[src/hw/rtl/stt_pkg.sv]
// Shared types, token kind codes and character class helpers for the tokenizer.
`timescale 1ns / 1ps

package stt_pkg;

  // Input operation codes
  localparam logic OP_CHAR = 1'b0;
  localparam logic OP_EOT  = 1'b1;

  // Token kind codes
  localparam logic [4:0] KIND_INT    = 5'd0;
  localparam logic [4:0] KIND_DOUBLE = 5'd1;
  localparam logic [4:0] KIND_IDENT  = 5'd2;
  localparam logic [4:0] KIND_LET    = 5'd3;
  localparam logic [4:0] KIND_MUT    = 5'd4;
  localparam logic [4:0] KIND_PIPE   = 5'd5;
  localparam logic [4:0] KIND_ARROW  = 5'd6;
  localparam logic [4:0] KIND_COMMA  = 5'd7;
  localparam logic [4:0] KIND_PCT    = 5'd8;
  localparam logic [4:0] KIND_PLUS   = 5'd9;
  localparam logic [4:0] KIND_MINUS  = 5'd10;
  localparam logic [4:0] KIND_SLASH  = 5'd11;
  localparam logic [4:0] KIND_STAR   = 5'd12;
  localparam logic [4:0] KIND_ASSIGN = 5'd13;
  localparam logic [4:0] KIND_SEMI   = 5'd14;
  localparam logic [4:0] KIND_LPAREN = 5'd15;
  localparam logic [4:0] KIND_RPAREN = 5'd16;
  localparam logic [4:0] KIND_EOF    = 5'd17;

  // One token on its way out
  typedef struct packed {
    logic [4:0]  kind;
    logic [15:0] start;
    logic [15:0] len;
    logic        last;
  } stt_result_t;

  // Tokens produced by one input transaction, compacted into slot 0 first
  typedef struct packed {
    logic [1:0]  n;
    stt_result_t r0;
    stt_result_t r1;
  } stt_push_t;

  function automatic logic is_digit(input logic [7:0] c);
    return c inside {["0":"9"]};
  endfunction

  function automatic logic is_alpha(input logic [7:0] c);
    return c inside {["a":"z"], ["A":"Z"]};
  endfunction

  // Single-character tokens other than '='; valid bit in the MSB
  function automatic logic [5:0] single_kind(input logic [7:0] c);
    logic [5:0] k;
    k = 6'd0;
    case (c)
      ",": k = {1'b1, KIND_COMMA};
      "%": k = {1'b1, KIND_PCT};
      "+": k = {1'b1, KIND_PLUS};
      "-": k = {1'b1, KIND_MINUS};
      "/": k = {1'b1, KIND_SLASH};
      "*": k = {1'b1, KIND_STAR};
      ";": k = {1'b1, KIND_SEMI};
      "(": k = {1'b1, KIND_LPAREN};
      ")": k = {1'b1, KIND_RPAREN};
      default: k = 6'd0;
    endcase
    return k;
  endfunction

endpackage

[src/hw/rtl/stt_step.sv]
// Input register, scanner state and per-byte token logic.
`timescale 1ns / 1ps

module stt_step #(
  parameter int PosBits = 16
) (
  input  logic              clk_i,
  input  logic              rst_ni,
  input  logic              in_valid_i,
  output logic              in_ready_o,
  input  logic              operation_i,
  input  logic [7:0]        character_i,
  input  logic              space_ok_i,
  output stt_pkg::stt_push_t push_o
);

  typedef enum logic [4:0] {
    MODE_IDLE = 5'b00001,
    MODE_NUM  = 5'b00010,
    MODE_ID   = 5'b00100,
    MODE_PIPE = 5'b01000,
    MODE_EQ   = 5'b10000
  } mode_e;

  localparam logic [PosBits-1:0] PosMax = {PosBits{1'b1}};

  // Saturate a position to the 16-bit output field
  function automatic logic [15:0] sat16(input logic [PosBits-1:0] v);
    logic [31:0] e;
    e = 32'(v);
    return (e > 32'h0000_FFFF) ? 16'hFFFF : e[15:0];
  endfunction

  // Input register
  logic       in_vld_q;
  logic       op_q;
  logic [7:0] chr_q;
  logic       take;

  assign take       = in_vld_q & space_ok_i;
  assign in_ready_o = ~in_vld_q | take;

  always_ff @(posedge clk_i or negedge rst_ni) begin
    if (!rst_ni) begin
      in_vld_q <= 1'b0;
    end else if (in_ready_o) begin
      in_vld_q <= in_valid_i;
    end
  end

  always_ff @(posedge clk_i) begin
    if (in_ready_o && in_valid_i) begin
      op_q  <= operation_i;
      chr_q <= character_i;
    end
  end

  // Scanner state
  mode_e              mode_q, mode_d;
  logic [PosBits-1:0] pos_q, pos_d;
  logic [PosBits-1:0] start_q, start_d;
  logic [15:0]        len_q, len_d;
  logic               dot_q, dot_d;
  logic               let_q, let_d;
  logic               mut_q, mut_d;

  always_ff @(posedge clk_i or negedge rst_ni) begin
    if (!rst_ni) begin
      mode_q  <= MODE_IDLE;
      pos_q   <= '0;
      start_q <= '0;
      len_q   <= '0;
      dot_q   <= 1'b0;
      let_q   <= 1'b0;
      mut_q   <= 1'b0;
    end else begin
      mode_q  <= mode_d;
      pos_q   <= pos_d;
      start_q <= start_d;
      len_q   <= len_d;
      dot_q   <= dot_d;
      let_q   <= let_d;
      mut_q   <= mut_d;
    end
  end

  // Character classes of the current byte
  logic       c_digit, c_alpha, c_dot, c_gt;
  logic [5:0] c_single;

  assign c_digit  = stt_pkg::is_digit(chr_q);
  assign c_alpha  = stt_pkg::is_alpha(chr_q);
  assign c_dot    = (chr_q == ".");
  assign c_gt     = (chr_q == ">");
  assign c_single = stt_pkg::single_kind(chr_q);

  // Token held by the pending state, if any
  logic                fl_v;
  stt_pkg::stt_result_t fl;

  always_comb begin
    fl_v      = 1'b0;
    fl.kind   = stt_pkg::KIND_IDENT;
    fl.start  = sat16(start_q);
    fl.len    = len_q;
    fl.last   = 1'b0;
    case (mode_q)
      MODE_NUM: begin
        fl_v    = 1'b1;
        fl.kind = dot_q ? stt_pkg::KIND_DOUBLE : stt_pkg::KIND_INT;
      end
      MODE_ID: begin
        fl_v = 1'b1;
        if (len_q == 16'd3 && let_q) begin
          fl.kind = stt_pkg::KIND_LET;
        end else if (len_q == 16'd3 && mut_q) begin
          fl.kind = stt_pkg::KIND_MUT;
        end else begin
          fl.kind = stt_pkg::KIND_IDENT;
        end
      end
      MODE_EQ: begin
        fl_v    = 1'b1;
        fl.kind = stt_pkg::KIND_ASSIGN;
        fl.len  = 16'd1;
      end
      default: fl_v = 1'b0;
    endcase
  end

  // Next state and produced tokens
  logic                 a_v, b_v;
  stt_pkg::stt_result_t a, b;
  logic                 do_flush, do_start;
  logic [15:0]          len_inc;

  assign len_inc = (len_q != 16'hFFFF) ? len_q + 16'd1 : len_q;

  always_comb begin
    mode_d   = mode_q;
    pos_d    = pos_q;
    start_d  = start_q;
    len_d    = len_q;
    dot_d    = dot_q;
    let_d    = let_q;
    mut_d    = mut_q;
    a_v      = 1'b0;
    a        = fl;
    b_v      = 1'b0;
    b.kind   = stt_pkg::KIND_EOF;
    b.start  = sat16(pos_q);
    b.len    = 16'd0;
    b.last   = 1'b0;
    do_flush = 1'b0;
    do_start = 1'b0;

    if (take) begin
      if (op_q == stt_pkg::OP_EOT) begin
        // End of text: flush, emit EOF, return to reset state
        a_v     = fl_v;
        b_v     = 1'b1;
        mode_d  = MODE_IDLE;
        pos_d   = '0;
        start_d = '0;
        len_d   = '0;
        dot_d   = 1'b0;
        let_d   = 1'b0;
        mut_d   = 1'b0;
      end else begin
        if (pos_q != PosMax) begin
          pos_d = pos_q + 1'b1;
        end
        case (mode_q)
          MODE_NUM: begin
            if (c_digit || c_dot) begin
              dot_d = dot_q | c_dot;
              len_d = len_inc;
            end else begin
              do_flush = 1'b1;
              do_start = 1'b1;
            end
          end
          MODE_ID: begin
            if (c_digit || c_alpha) begin
              if (len_q == 16'd1) begin
                let_d = let_q & (chr_q == "e");
                mut_d = mut_q & (chr_q == "u");
              end else if (len_q == 16'd2) begin
                let_d = let_q & (chr_q == "t");
                mut_d = mut_q & (chr_q == "t");
              end else begin
                let_d = 1'b0;
                mut_d = 1'b0;
              end
              len_d = len_inc;
            end else begin
              do_flush = 1'b1;
              do_start = 1'b1;
            end
          end
          MODE_PIPE: begin
            if (c_gt) begin
              a_v    = 1'b1;
              a.kind = stt_pkg::KIND_PIPE;
              a.len  = 16'd2;
              mode_d = MODE_IDLE;
            end else begin
              do_start = 1'b1;
            end
          end
          MODE_EQ: begin
            if (c_gt) begin
              a_v    = 1'b1;
              a.kind = stt_pkg::KIND_ARROW;
              a.len  = 16'd2;
              mode_d = MODE_IDLE;
            end else begin
              do_flush = 1'b1;
              do_start = 1'b1;
            end
          end
          default: do_start = 1'b1;
        endcase

        if (do_flush) begin
          a_v = fl_v;
        end

        // Open a new token on the current byte
        if (do_start) begin
          mode_d = MODE_IDLE;
          if (c_digit) begin
            mode_d  = MODE_NUM;
            start_d = pos_q;
            len_d   = 16'd1;
            dot_d   = 1'b0;
          end else if (c_alpha) begin
            mode_d  = MODE_ID;
            start_d = pos_q;
            len_d   = 16'd1;
            let_d   = (chr_q == "l");
            mut_d   = (chr_q == "m");
          end else if (chr_q == "|") begin
            mode_d  = MODE_PIPE;
            start_d = pos_q;
          end else if (chr_q == "=") begin
            mode_d  = MODE_EQ;
            start_d = pos_q;
          end else if (c_single[5]) begin
            b_v    = 1'b1;
            b.kind = c_single[4:0];
            b.len  = 16'd1;
          end
        end
      end
    end
  end

  // Compact tokens into the push slots and mark the last one
  always_comb begin
    push_o.n       = {1'b0, a_v} + {1'b0, b_v};
    push_o.r0      = a_v ? a : b;
    push_o.r0.last = ~(a_v & b_v);
    push_o.r1      = b;
    push_o.r1.last = 1'b1;
  end

endmodule

[src/hw/rtl/stt_queue.sv]
// Four-entry result queue: up to two pushes and one pop per cycle.
`timescale 1ns / 1ps

module stt_queue (
  input  logic                 clk_i,
  input  logic                 rst_ni,
  input  stt_pkg::stt_push_t   push_i,
  output logic                 space_ok_o,
  output logic                 out_valid_o,
  input  logic                 out_ready_i,
  output stt_pkg::stt_result_t head_o
);

  stt_pkg::stt_result_t mem_q [4];
  logic [1:0] wr_q, rd_q;
  logic [2:0] cnt_q;
  logic       pop;
  logic [1:0] wr_nxt;

  assign pop         = out_valid_o & out_ready_i;
  assign out_valid_o = (cnt_q != 3'd0);
  assign space_ok_o  = (cnt_q <= 3'd2);
  assign head_o      = mem_q[rd_q];
  assign wr_nxt      = wr_q + 2'd1;

  // Pointers and fill count
  always_ff @(posedge clk_i or negedge rst_ni) begin
    if (!rst_ni) begin
      wr_q  <= '0;
      rd_q  <= '0;
      cnt_q <= '0;
    end else begin
      wr_q  <= wr_q + push_i.n;
      rd_q  <= rd_q + {1'b0, pop};
      cnt_q <= cnt_q + {1'b0, push_i.n} - {2'b00, pop};
    end
  end

  // Entry storage
  always_ff @(posedge clk_i) begin
    if (push_i.n != 2'd0) begin
      mem_q[wr_q] <= push_i.r0;
    end
    if (push_i.n == 2'd2) begin
      mem_q[wr_nxt] <= push_i.r1;
    end
  end

endmodule

[src/hw/rtl/source_text_tokenizer.sv]
// Top level of the streaming source text tokenizer.
// Throughput: one input byte per cycle while tokens drain at least as fast as produced;
//   an item may yield two tokens, which leave one per cycle through a four-entry queue.
// Tokens of a transaction enter the queue as the scan register takes it, behind any still queued.
// Reset: rst_ni clears scanner state, byte position and the queue; no tokens pending.
`timescale 1ns / 1ps

module source_text_tokenizer #(
  parameter int POSITION_BITS = 16
) (
  input  logic        clk_i,
  input  logic        rst_ni,
  input  logic        in_valid_i,
  output logic        in_ready_o,
  input  logic        operation_i,
  input  logic [7:0]  character_i,
  output logic        out_valid_o,
  input  logic        out_ready_i,
  output logic [4:0]  token_kind_o,
  output logic [15:0] start_position_o,
  output logic [15:0] token_length_o,
  output logic        last_of_run_o
);

  stt_pkg::stt_push_t   push;
  stt_pkg::stt_result_t head;
  logic                 space_ok;

  // Scanner
  stt_step #(
    .PosBits(POSITION_BITS)
  ) u_step (
    .clk_i      (clk_i),
    .rst_ni     (rst_ni),
    .in_valid_i (in_valid_i),
    .in_ready_o (in_ready_o),
    .operation_i(operation_i),
    .character_i(character_i),
    .space_ok_i (space_ok),
    .push_o     (push)
  );

  // Result queue
  stt_queue u_queue (
    .clk_i      (clk_i),
    .rst_ni     (rst_ni),
    .push_i     (push),
    .space_ok_o (space_ok),
    .out_valid_o(out_valid_o),
    .out_ready_i(out_ready_i),
    .head_o     (head)
  );

  assign token_kind_o     = head.kind;
  assign start_position_o = head.start;
  assign token_length_o   = head.len;
  assign last_of_run_o    = head.last;

endmodule
[config.mk]
export PLATFORM = sky130hd
export DESIGN_NAME = source_text_tokenizer
export DESIGN_NICKNAME = d
export VERILOG_FILES = /design/src/hw/rtl/stt_pkg.sv /design/src/hw/rtl/stt_step.sv /design/src/hw/rtl/stt_queue.sv /design/src/hw/rtl/source_text_tokenizer.sv
export SDC_FILE = /design/constraint.sdc
export NUM_CORES = 1
export LEC_CHECK = 0
export BUFFER_PORTS_ARGS = -buffer_cell sky130_fd_sc_hd__buf_2
export CORE_UTILIZATION = 45
export DETAILED_ROUTE_END_ITERATION = 10
export PLACE_DENSITY_LB_ADDON = 0.05
export SLEW_MARGIN = 40
export SYNTH_ARGS = -nofsm -noshare
export SYNTH_HDL_FRONTEND = slang
export SYNTH_SLANG_ARGS = --single-unit
[constraint.sdc]
create_clock -name clk_i -period 3.7 [get_ports clk_i]
set_input_delay 0.185 -clock clk_i [delete_from_list [all_inputs] [get_ports clk_i]]
set_output_delay 0.185 -clock clk_i [all_outputs]
set_load 0.03 [all_outputs]
* Word-level counts from Yosys, hierarchy flattened
Memories as Yosys holds them, arrays and structs flattened. Index checks and enable logic that the tools add are counted.
Word-level totals: flip-flop bits (word level) 73, output and inout port bits 40, memories kept 1, memory bits (writable) 152, ROM bits 0, bits in latches 0
Cells by class: $add $sub $neg 8, multiplexer cells 104, bitwise gates (word level) 11, equality and inequality tests 28, div/mod/pow operators 0, magnitude comparators 7, reductions and logical operators 21, $mul 0, shift-type cells 0
Memories:
- u_queue.mem_q | depth 4, bits a word 38, read ports 1, clocked after Yosys merged registers in 0, write ports 2, RTL line stt_queue.sv:14 | stt_pkg::stt_result_t mem_q [4];
Operators by type and width (number):
- $mux W16 | 27
- $mux W5 | 21
- $eq A8 B6 Y1 const B | 12
- $pmux W6 S9 | 1
- $eq A8 B7 Y1 const B | 6
- $mux W1 | 48
- $mux W38 | 1
- $add A16 B1 Y16 const B | 2
- $eq A16 B2 Y1 const B | 2
- $ne A16 B16 Y1 const B | 2
- $pmux W16 S2 | 1
- $eq A16 B1 Y1 const B | 1
- $ge A8 B7 Y1 const B | 2
- $le A8 B7 Y1 const B | 2
- $pmux W5 S3 | 1
- $pmux W5 S2 | 1
- $reduce_bool A3 Y1 | 3
- $ge A8 B6 Y1 const B | 1
- $le A8 B6 Y1 const B | 1
- $reduce_bool A2 Y1 | 4
- $and A1 B1 Y1 | 7
- $logic_and A1 B1 Y1 | 6
- $pmux W1 S3 | 2
- $reduce_and A3 Y1 | 2
- 20 further kinds | 23

* Depth between registers and ports, before layout
Gate-level depths: netlist (run 1).
word-level depth 15, gate-level depth with buffers 18, depth with buffers taken out 13

* Modules after synthesis
From an unflattened synthesis (run 1), not the netlist that was laid out.
Unflattened totals: cell total of the unflattened synthesis 960, area, all modules 12704.7 µm²
Modules (own cells, without submodules):
- stt_queue | times used 1, cells each 408, area an instance 7876.3 µm²
- stt_step | times used 1, cells each 552, area an instance 4828.4 µm²

* Worst setup path before layout (run 1)
OpenSTA, ideal clock, no wires.
kind reg-to-reg, start point register u_step.mode_q[2], end point memory u_queue.mem_q[1][17] in the netlist's numbering, enable pin, clock period less this slack 3701 ps, arrival time 3324 ps, library setup time 378 ps, slack -1 ps, cell stages (with the launch flop) 15, buffers on the path 4, path through dfrtp_1 -> buf_6 -> or3b_4 -> a211oi_4 -> nand2_2 -> and3_1 -> buf_6 -> nor2_1 -> ha_1 -> clkbuf_1 -> inv_1 -> or3_1 -> and2_1 -> clkbuf_1 -> inv_1
RTL lines:
- start, declared | RTL line stt_step.sv:59 | mode_e mode_q, mode_d;
- start signal, assigned | RTL line stt_step.sv:77 | mode_q <= mode_d;
- end, declared | RTL line stt_queue.sv:14

==> results.sh, run 1 <==
export IMPL_setup_viol=0
export IMPL_max_cap_viol_count=0
export IMPL_setup_tns_ns=0
export IMPL_startpoint="u_step.chr_q[6]"
export IMPL_cts_path_max_buffers=3
export IMPL_grt_pass1_wl_um=49900
export IMPL_async_flop_share_pct=28.4
export IMPL_synth_top_area_cell="edfxtp_1"
export IMPL_critPathMaxFanout=16
export IMPL_synth_nets=1000
export IMPL_p_total_mw=8.68
export IMPL_nFillCells=2261
export IMPL_finClkSkew_ns=0.0136
export IMPL_cts_num_sinks=225
export IMPL_h_tree_depth=1
export IMPL_initialDrtViolationCount=696
export IMPL_yosys_top_cells_count="edfxtp_1 (97), a22o_1 (86), clkbuf_1 (66)"
export IMPL_grt_ovfl_total=0
export IMPL_dr_pass1_iters=5
export IMPL_cts_buffers_inserted=26
export IMPL_fp_row_count=58
export IMPL_grt_max_degree=43
export IMPL_cpLargestDelayFamily="simple AND/OR/NAND/NOR gates"
export IMPL_gp_congestion=0.887
export IMPL_cp_end_kind="flip-flop"
export IMPL_synth_seq_cells=225
export IMPL_fin_crit_sh_pct=93.6
export IMPL_yosys_warnings=0
export IMPL_cts_tree="built"
export IMPL_wl_per_cell_um=23.2
export IMPL_max_stage_delay_ns=0.67
export IMPL_synthTopCellsByArea="edfxtp_1 (25%), dfrtp_1 (14%), dfxtp_1 (11%), mux4_2 (7.5%), a22o_1 (6.6%)"
export IMPL_syn_avg_cell_area_sq_um=11.8
export IMPL_max_slew_margin_rel_pct=42.6
export IMPL_r2r_end="u_queue.mem_q[0][22]"
export IMPL_finalWorstSetupSlack_ns=0.236
export IMPL_yosysTopAreaCellShare_pct=25.4
export IMPL_core_area_sq_um=25100
export IMPL_start_util_pct=45.6
export IMPL_vias=8562
export IMPL_drc=0
export IMPL_rr_worst_depth=11
export IMPL_areaGrowthSynthToFinish_pct=14.7
export IMPL_critical_path_startpoint_type="flip-flop"
export IMPL_worstSetupPathType="reg -> reg"
export IMPL_n_antenna_cell=0
export IMPL_gr_usage_all_layers_pct=24.8
export IMPL_netlist_instances=975
export IMPL_clk_pin_slew_ns=0.06
export IMPL_r2r_setup_slack_ns=0.24
export IMPL_ios=53
export IMPL_pre_cts_slack_ns=0.267
export IMPL_die_x_um=162
export IMPL_p_leak_nw=4.76
export IMPL_cp_data_arrival_time_ns=3.86
export IMPL_r2r_start="u_step.chr_q[6]"
export IMPL_ant_nets=0
export IMPL_postCtsSetupBuffers=0
export IMPL_dp_hpwl_um=20400
export IMPL_synthFlopType="edfxtp_1"
export IMPL_crit_chain="or4b_1 -> nor2_1 -> a22oi_1 -> a21oi_1 -> inv_1 -> ha_1 -> or3_1 -> o31a_1 -> nand2_1 -> buf_4 -> a22o_1"
export IMPL_fin_nets=1044
export IMPL_maxSlewViolCount=0
export IMPL_clk_insertion_delay_late_ns=0.53
export IMPL_fmax_ghz=0.289
export IMPL_outcome="completed"
export IMPL_powerDensity_nw_per_um2=661
export IMPL_rsz0062_at_grt="false"
export IMPL_ir_drop_mv=0.433
export IMPL_dieArea_sq_um=26100
export IMPL_synth_edf_count=97
export IMPL_wirelength_um=31800
export IMPL_cts_root_buf="clkbuf_16"
export IMPL_die_y_um=162
export IMPL_required_ns=4.10
export IMPL_cp_endpoint="u_queue.mem_q[0][22]"
export IMPL_vias_per_cell=6.25
export IMPL_timing_final_crit_period_ns=3.46
export IMPL_drive_gt1_share_pct=21.3
export IMPL_ys_types=90
export IMPL_yosysMostFrequentCell="edfxtp_1"
export IMPL_synth_area_sq_um=11500
export IMPL_port_buffers=52
export IMPL_grt_pass1_vias=8415
export IMPL_critPathBufInv=2
export IMPL_tightest_slew_ns=0.855
export IMPL_hold_viol=0
export IMPL_ys_seq_area_share_pct=50.6
export IMPL_crit_cells=11
export IMPL_slowest_stage="or4b_1"
export IMPL_antenna_found_initial=0
export IMPL_hold_class="in -> reg"
registers in the layout, summed over array words and instances (netlist names), 3 cells and up:
register,flops
u_queue.cnt_q,3
u_queue.mem_q,152
u_step.chr_q,8
u_step.len_q,16
u_step.mode_q,5
u_step.pos_q,16
u_step.start_q,16
worst min path at each step:
| stage | from | to | cells after the start |
|---|---|---|---|
| after floorplan | rst_ni | u_queue.cnt_q[0] | 0 |
| after global placement | rst_ni | u_step.in_vld_q | 1 |
| after detailed placement | rst_ni | u_step.in_vld_q | 1 |
| after CTS | out_ready_i | u_queue.rd_q[0] | 3 |
| after global routing | out_ready_i | u_queue.rd_q[0] | 3 |
| final | out_ready_i | u_queue.rd_q[0] | 3 |
timing repair:
item                       CTS  global route
resized for setup            0             2
hold buffers                11             0
setup endpoints to repair    0            31
hold endpoints to repair    37             0
cell usage in the layout, fill, tap and decap left out, drive strengths merged, types with 11 or more instances in the layout:
| cell type | count |
|---|---|
| a21oi | 21 |
| buf | 98 |
| nor4 | 13 |
| a22o | 86 |
| a32o | 43 |
| a22oi | 21 |
| inv | 25 |
| mux4 | 38 |
| nand3 | 30 |
| edfxtp | 97 |
| clkbuf | 34 |
| dlygate4sd3 | 11 |
| dfrtp | 63 |
| and2 | 14 |
| o22ai | 18 |
| ha | 11 |
| o21ai | 38 |
| nand4 | 16 |
| nor3 | 22 |
| dfxtp | 64 |
| nand2 | 62 |
| nor2 | 46 |
routing by layer:
metal | share of wire, % | up-vias | track usage, %
li1 | - | 3940 | -
met1 | 44 | 4313 | 33.5
met2 | 49 | 250 | 41.9
met3 | 4.7 | 59 | 2.98
met4 | 2.3 | 0 | 7.12
met5 | 0 | - | 0
through the flow:
| step | cells | instance area [sq um] | hold WS [ns] | utilization, % |
|---|---|---|---|---|
| 6_report | 1369 | 13100 | 0.0498 | 52.4 |
| 5_1_grt | 1369 | 13100 | 0.0695 | 52.4 |
| 4_1_cts | 1369 | 13100 | 0.0383 | 52.3 |
| 3_5_place_dp | 1310 | 12100 | 0.308 | 48.2 |
| 3_3_place_gp | 1310 | 12100 | 0.309 | 48.2 |
| 2_1_floorplan | 975 | 11500 | -0.111 | - |
area by class of cell:
| class | instances | area, sq um | share of cell area, % |
|---|---|---|---|
| Sequential cell | 225 | 5800 | 44.1 |
| Multi-Input combinational cell | 632 | 5130 | 39.1 |
| Timing Repair Buffer | 109 | 778 | 5.92 |
| Clock buffer | 34 | 704 | 5.36 |
| Tap cell | 330 | 413 | 3.14 |
| Clock inverter | 14 | 216 | 1.65 |
| Inverter | 25 | 97.6 | 0.742 |
kinds of logic (layout without fill, tap and decap cells):
| family | after synthesis | in the layout | share of synthesized area [%] |
|---|---|---|---|
| buf+inv | 118 | 182 | 4.78 |
| simple gates | 270 | 270 | 13.6 |
| xor+xnor | 19 | 19 | 1.45 |
| compound gates | 290 | 290 | 20.5 |
| mux | 41 | 41 | 7.73 |
| flops | 225 | 225 | 50.6 |
| fa+ha+maj | 12 | 12 | 1.38 |
power breakdown:
| group | switching, mW | leakage (nW) | total [mW] | internal (mW) |
|---|---|---|---|---|
| clock | 1.06 | 0.451 | 2.76 | 1.70 |
| sequential | 0.410 | 2.26 | 3.31 | 2.90 |
| combinational | 1.67 | 2.04 | 2.62 | 0.947 |
| total | 3.14 | 4.76 | 8.68 | 5.55 |
tightest hold or removal path, stage by stage:
cell    delay, ns
buf_2        0.07
and2_1       0.15
ha_1         0.14
Power figures use the tool's default switching activity.
==> run 2, diff against run 1 <==
--- a/config.mk
+++ b/config.mk
@@ -9,2 +9,3 @@
 export CORE_UTILIZATION = 45
+export CTS_CLUSTER_SIZE = 24
 export DETAILED_ROUTE_END_ITERATION = 10
==> constraint.sdc (replaced) <==
create_clock -name clk_i -period 3.7 [get_ports clk_i]
set_input_delay 0.74 -clock clk_i [delete_from_list [all_inputs] [get_ports clk_i]]
set_output_delay 0.74 -clock clk_i [all_outputs]
set_load 0.03 [all_outputs]
==> run 2 against run 1 <==
Net effect: setup slack better by 0.032 ns; non-clock buffer count is 9 lower; sequential power is 3% lower; critical path depth stayed put; count of clock-buffer cells in the layout is 9 higher; total power is 4.0% lower; via count is 0.57% lower; critical endpoint is now u_queue.mem_q[0][21]; global-route usage is 0.45 points lower; combinational power is 3% higher; clock power is 12% lower; clock skew is 0.0033 ns lower; largest cell class unchanged; highest routed layer unchanged.
==> results.sh, run 2 (synthesis results as in run 1) <==
export IMPL_outcome="completed"
export IMPL_start_util_pct=45.6
export IMPL_h_tree_depth=1
export IMPL_grt_pass1_vias=8423
export IMPL_hold_class="in -> async"
export IMPL_wirelength_um=31000
export IMPL_largest_register="u_queue.mem_q"
export IMPL_max_cap_viol_count=0
export IMPL_wl_per_cell_um=22.8
export IMPL_critical_path_startpoint_type="flip-flop"
export IMPL_ir_drop_mv=0.337
export IMPL_max_stage_delay_ns=0.59
export IMPL_initialDrtViolationCount=835
export IMPL_rsz0062_at_grt="false"
export IMPL_gp_congestion=0.902
export IMPL_timing_final_crit_period_ns=3.43
export IMPL_mostFrequentLayoutCell="edfxtp_1"
export IMPL_crit_chain="or4b_1 -> nor2_1 -> a22oi_1 -> a21oi_1 -> inv_1 -> ha_1 -> or3_1 -> o31a_1 -> nand2_1 -> buf_4 -> a22o_1"
export IMPL_ios=53
export IMPL_nFillCells=2281
export IMPL_ant_nets=0
export IMPL_cts_num_sinks=225
export IMPL_fmax_ghz=0.291
export IMPL_required_ns=4.10
export IMPL_combPwrFrac_pct=32.5
export IMPL_max_slew_margin_rel_pct=45.3
export IMPL_finClkSkew_ns=0.0103
export IMPL_core_area_sq_um=25100
export IMPL_holdBufCountCts=0
export IMPL_gr_usage_all_layers_pct=24.3
export IMPL_grt_max_degree=40
export IMPL_worst_hold_slack_ns=0.276
export IMPL_placed_cell_area_sq_um=12100
export IMPL_setup_tns_ns=0
export IMPL_p_leak_nw=4.66
export IMPL_dieArea_sq_um=26100
export IMPL_fin_crit_sh_pct=92.8
export IMPL_critPathMaxFanout=16
export IMPL_clockPowerShare_pct=29.1
export IMPL_n_antenna_cell=0
export IMPL_fin_nets=1035
export IMPL_drive_gt1_share_pct=20.6
export IMPL_cts_repair_resized=0
export IMPL_startpoint="u_step.chr_q[4]"
export IMPL_crit_cells=11
export IMPL_fp_row_count=58
export IMPL_setup_viol=0
export IMPL_tightest_slew_ns=0.818
export IMPL_cp_end_kind="flip-flop"
export IMPL_maxSlewViolCount=0
export IMPL_final_area_sq_um=12900
export IMPL_powerDensity_nw_per_um2=644
export IMPL_netSwitchingPower_mw=3.04
export IMPL_fin_util_pct=51.5
export IMPL_final_cell_mix="edfxtp_1 (97), a22o_1 (86), dfxtp_1 (64)"
export IMPL_r2r_setup_slack_ns=0.27
export IMPL_grt_pass1_wl_um=49200
export IMPL_rr_worst_depth=11
export IMPL_cts_tree="built"
export IMPL_cts_buffers_inserted=26
export IMPL_swShare_pct=36.5
export IMPL_r2r_start="u_step.chr_q[4]"
export IMPL_critPathBufInv=2
export IMPL_clk_insertion_delay_late_ns=0.53
export IMPL_postCtsSetupBuffers=0
export IMPL_seqPwrFrac_pct=38.4
export IMPL_hold_viol=0
export IMPL_cp_data_arrival_time_ns=3.83
export IMPL_dp_hpwl_um=20600
export IMPL_grt_ovfl_total=0
export IMPL_cp_endpoint="u_queue.mem_q[0][21]"
export IMPL_cpLargestDelayFamily="simple AND/OR/NAND/NOR gates"
export IMPL_cts_root_buf="clkbuf_16"
export IMPL_die_x_um=162
export IMPL_antenna_found_initial=0
export IMPL_p_int_mw=5.29
export IMPL_vias=8513
export IMPL_drc=0
export IMPL_r2r_end="u_queue.mem_q[0][21]"
export IMPL_slowest_stage="or4b_1"
export IMPL_cts_path_max_buffers=3
export IMPL_worstSetupPathType="reg -> reg"
export IMPL_port_buffers=52
export IMPL_clk_pin_slew_ns=0.06
export IMPL_vias_per_cell=6.26
export IMPL_dr_pass1_iters=5
export IMPL_die_y_um=162
export IMPL_largest_register_ffs=152
export IMPL_areaGrowthSynthToFinish_pct=12.9
run 2: changes by cell type in the layout (fill, tap and decap cells not counted), moves of 3 or more:
cell,previous run,this run
clkinv_2,5,2
dlygate4sd3_1,11,0
clkbuf_1,5,14
bufinv_16,5,1
run 2: cell type report:
| cell class | count | area, sq um | share of cell area, % |
|---|---|---|---|
| inverter | 25 | 97.6 | 0.754 |
| clock inverter | 5 | 60.1 | 0.464 |
| timing repair buffer | 100 | 696 | 5.38 |
| tap | 330 | 413 | 3.19 |
| sequential | 225 | 5800 | 44.8 |
| clock buffer | 43 | 744 | 5.75 |
| multi-input combinational | 632 | 5130 | 39.6 |
run 2: metal layers:
| layer | track usage (%) | vias to the layer above | wire length [um] | share of wire (%) |
|---|---|---|---|---|
| met5 | 0 | - | 0 | 0 |
| met4 | 6.82 | 0 | 663 | 2.1 |
| met3 | 3.36 | 52 | 1790 | 5.8 |
| met2 | 41.2 | 269 | 15200 | 49 |
| met1 | 32.6 | 4275 | 13400 | 43 |
| li1 | - | 3917 | - | - |
run 2: metrics by stage:
stage          setup slack (ns)  power (mW)  cells
2_1_floorplan           0.00167        5.09    975
3_3_place_gp              0.302        5.96   1312
3_5_place_dp              0.297        5.98   1312
4_1_cts                   0.281        8.42   1360
5_1_grt                  0.0302        8.74   1360
6_report                  0.268        8.33   1360
run 2: power groups by stage:
stage	Combinational [mW]	Clock (mW)	Sequential (mW)
after global placement	2.72	0	3.24
after detailed placement	2.73	0	3.25
after CTS	2.74	2.48	3.20
final	2.71	2.43	3.20
after global routing	2.92	2.58	3.24
after floorplan	2.01	0	3.07
run 2: how the worst min path moves through the flow:
stage                                     from                    to  slack [ns]  depth (start not counted)
after global placement     u_queue.mem_q[1][5]   u_queue.mem_q[1][5]        0.44                          1
after global routing                    rst_ni      u_queue.cnt_q[0]        0.31                          1
after detailed placement  u_queue.mem_q[2][15]  u_queue.mem_q[2][15]        0.45                          1
after floorplan            u_queue.mem_q[2][0]   u_queue.mem_q[2][0]        0.43                          1
final                                   rst_ni      u_queue.cnt_q[0]        0.28                          1
after CTS                               rst_ni      u_queue.cnt_q[0]        0.29                          1
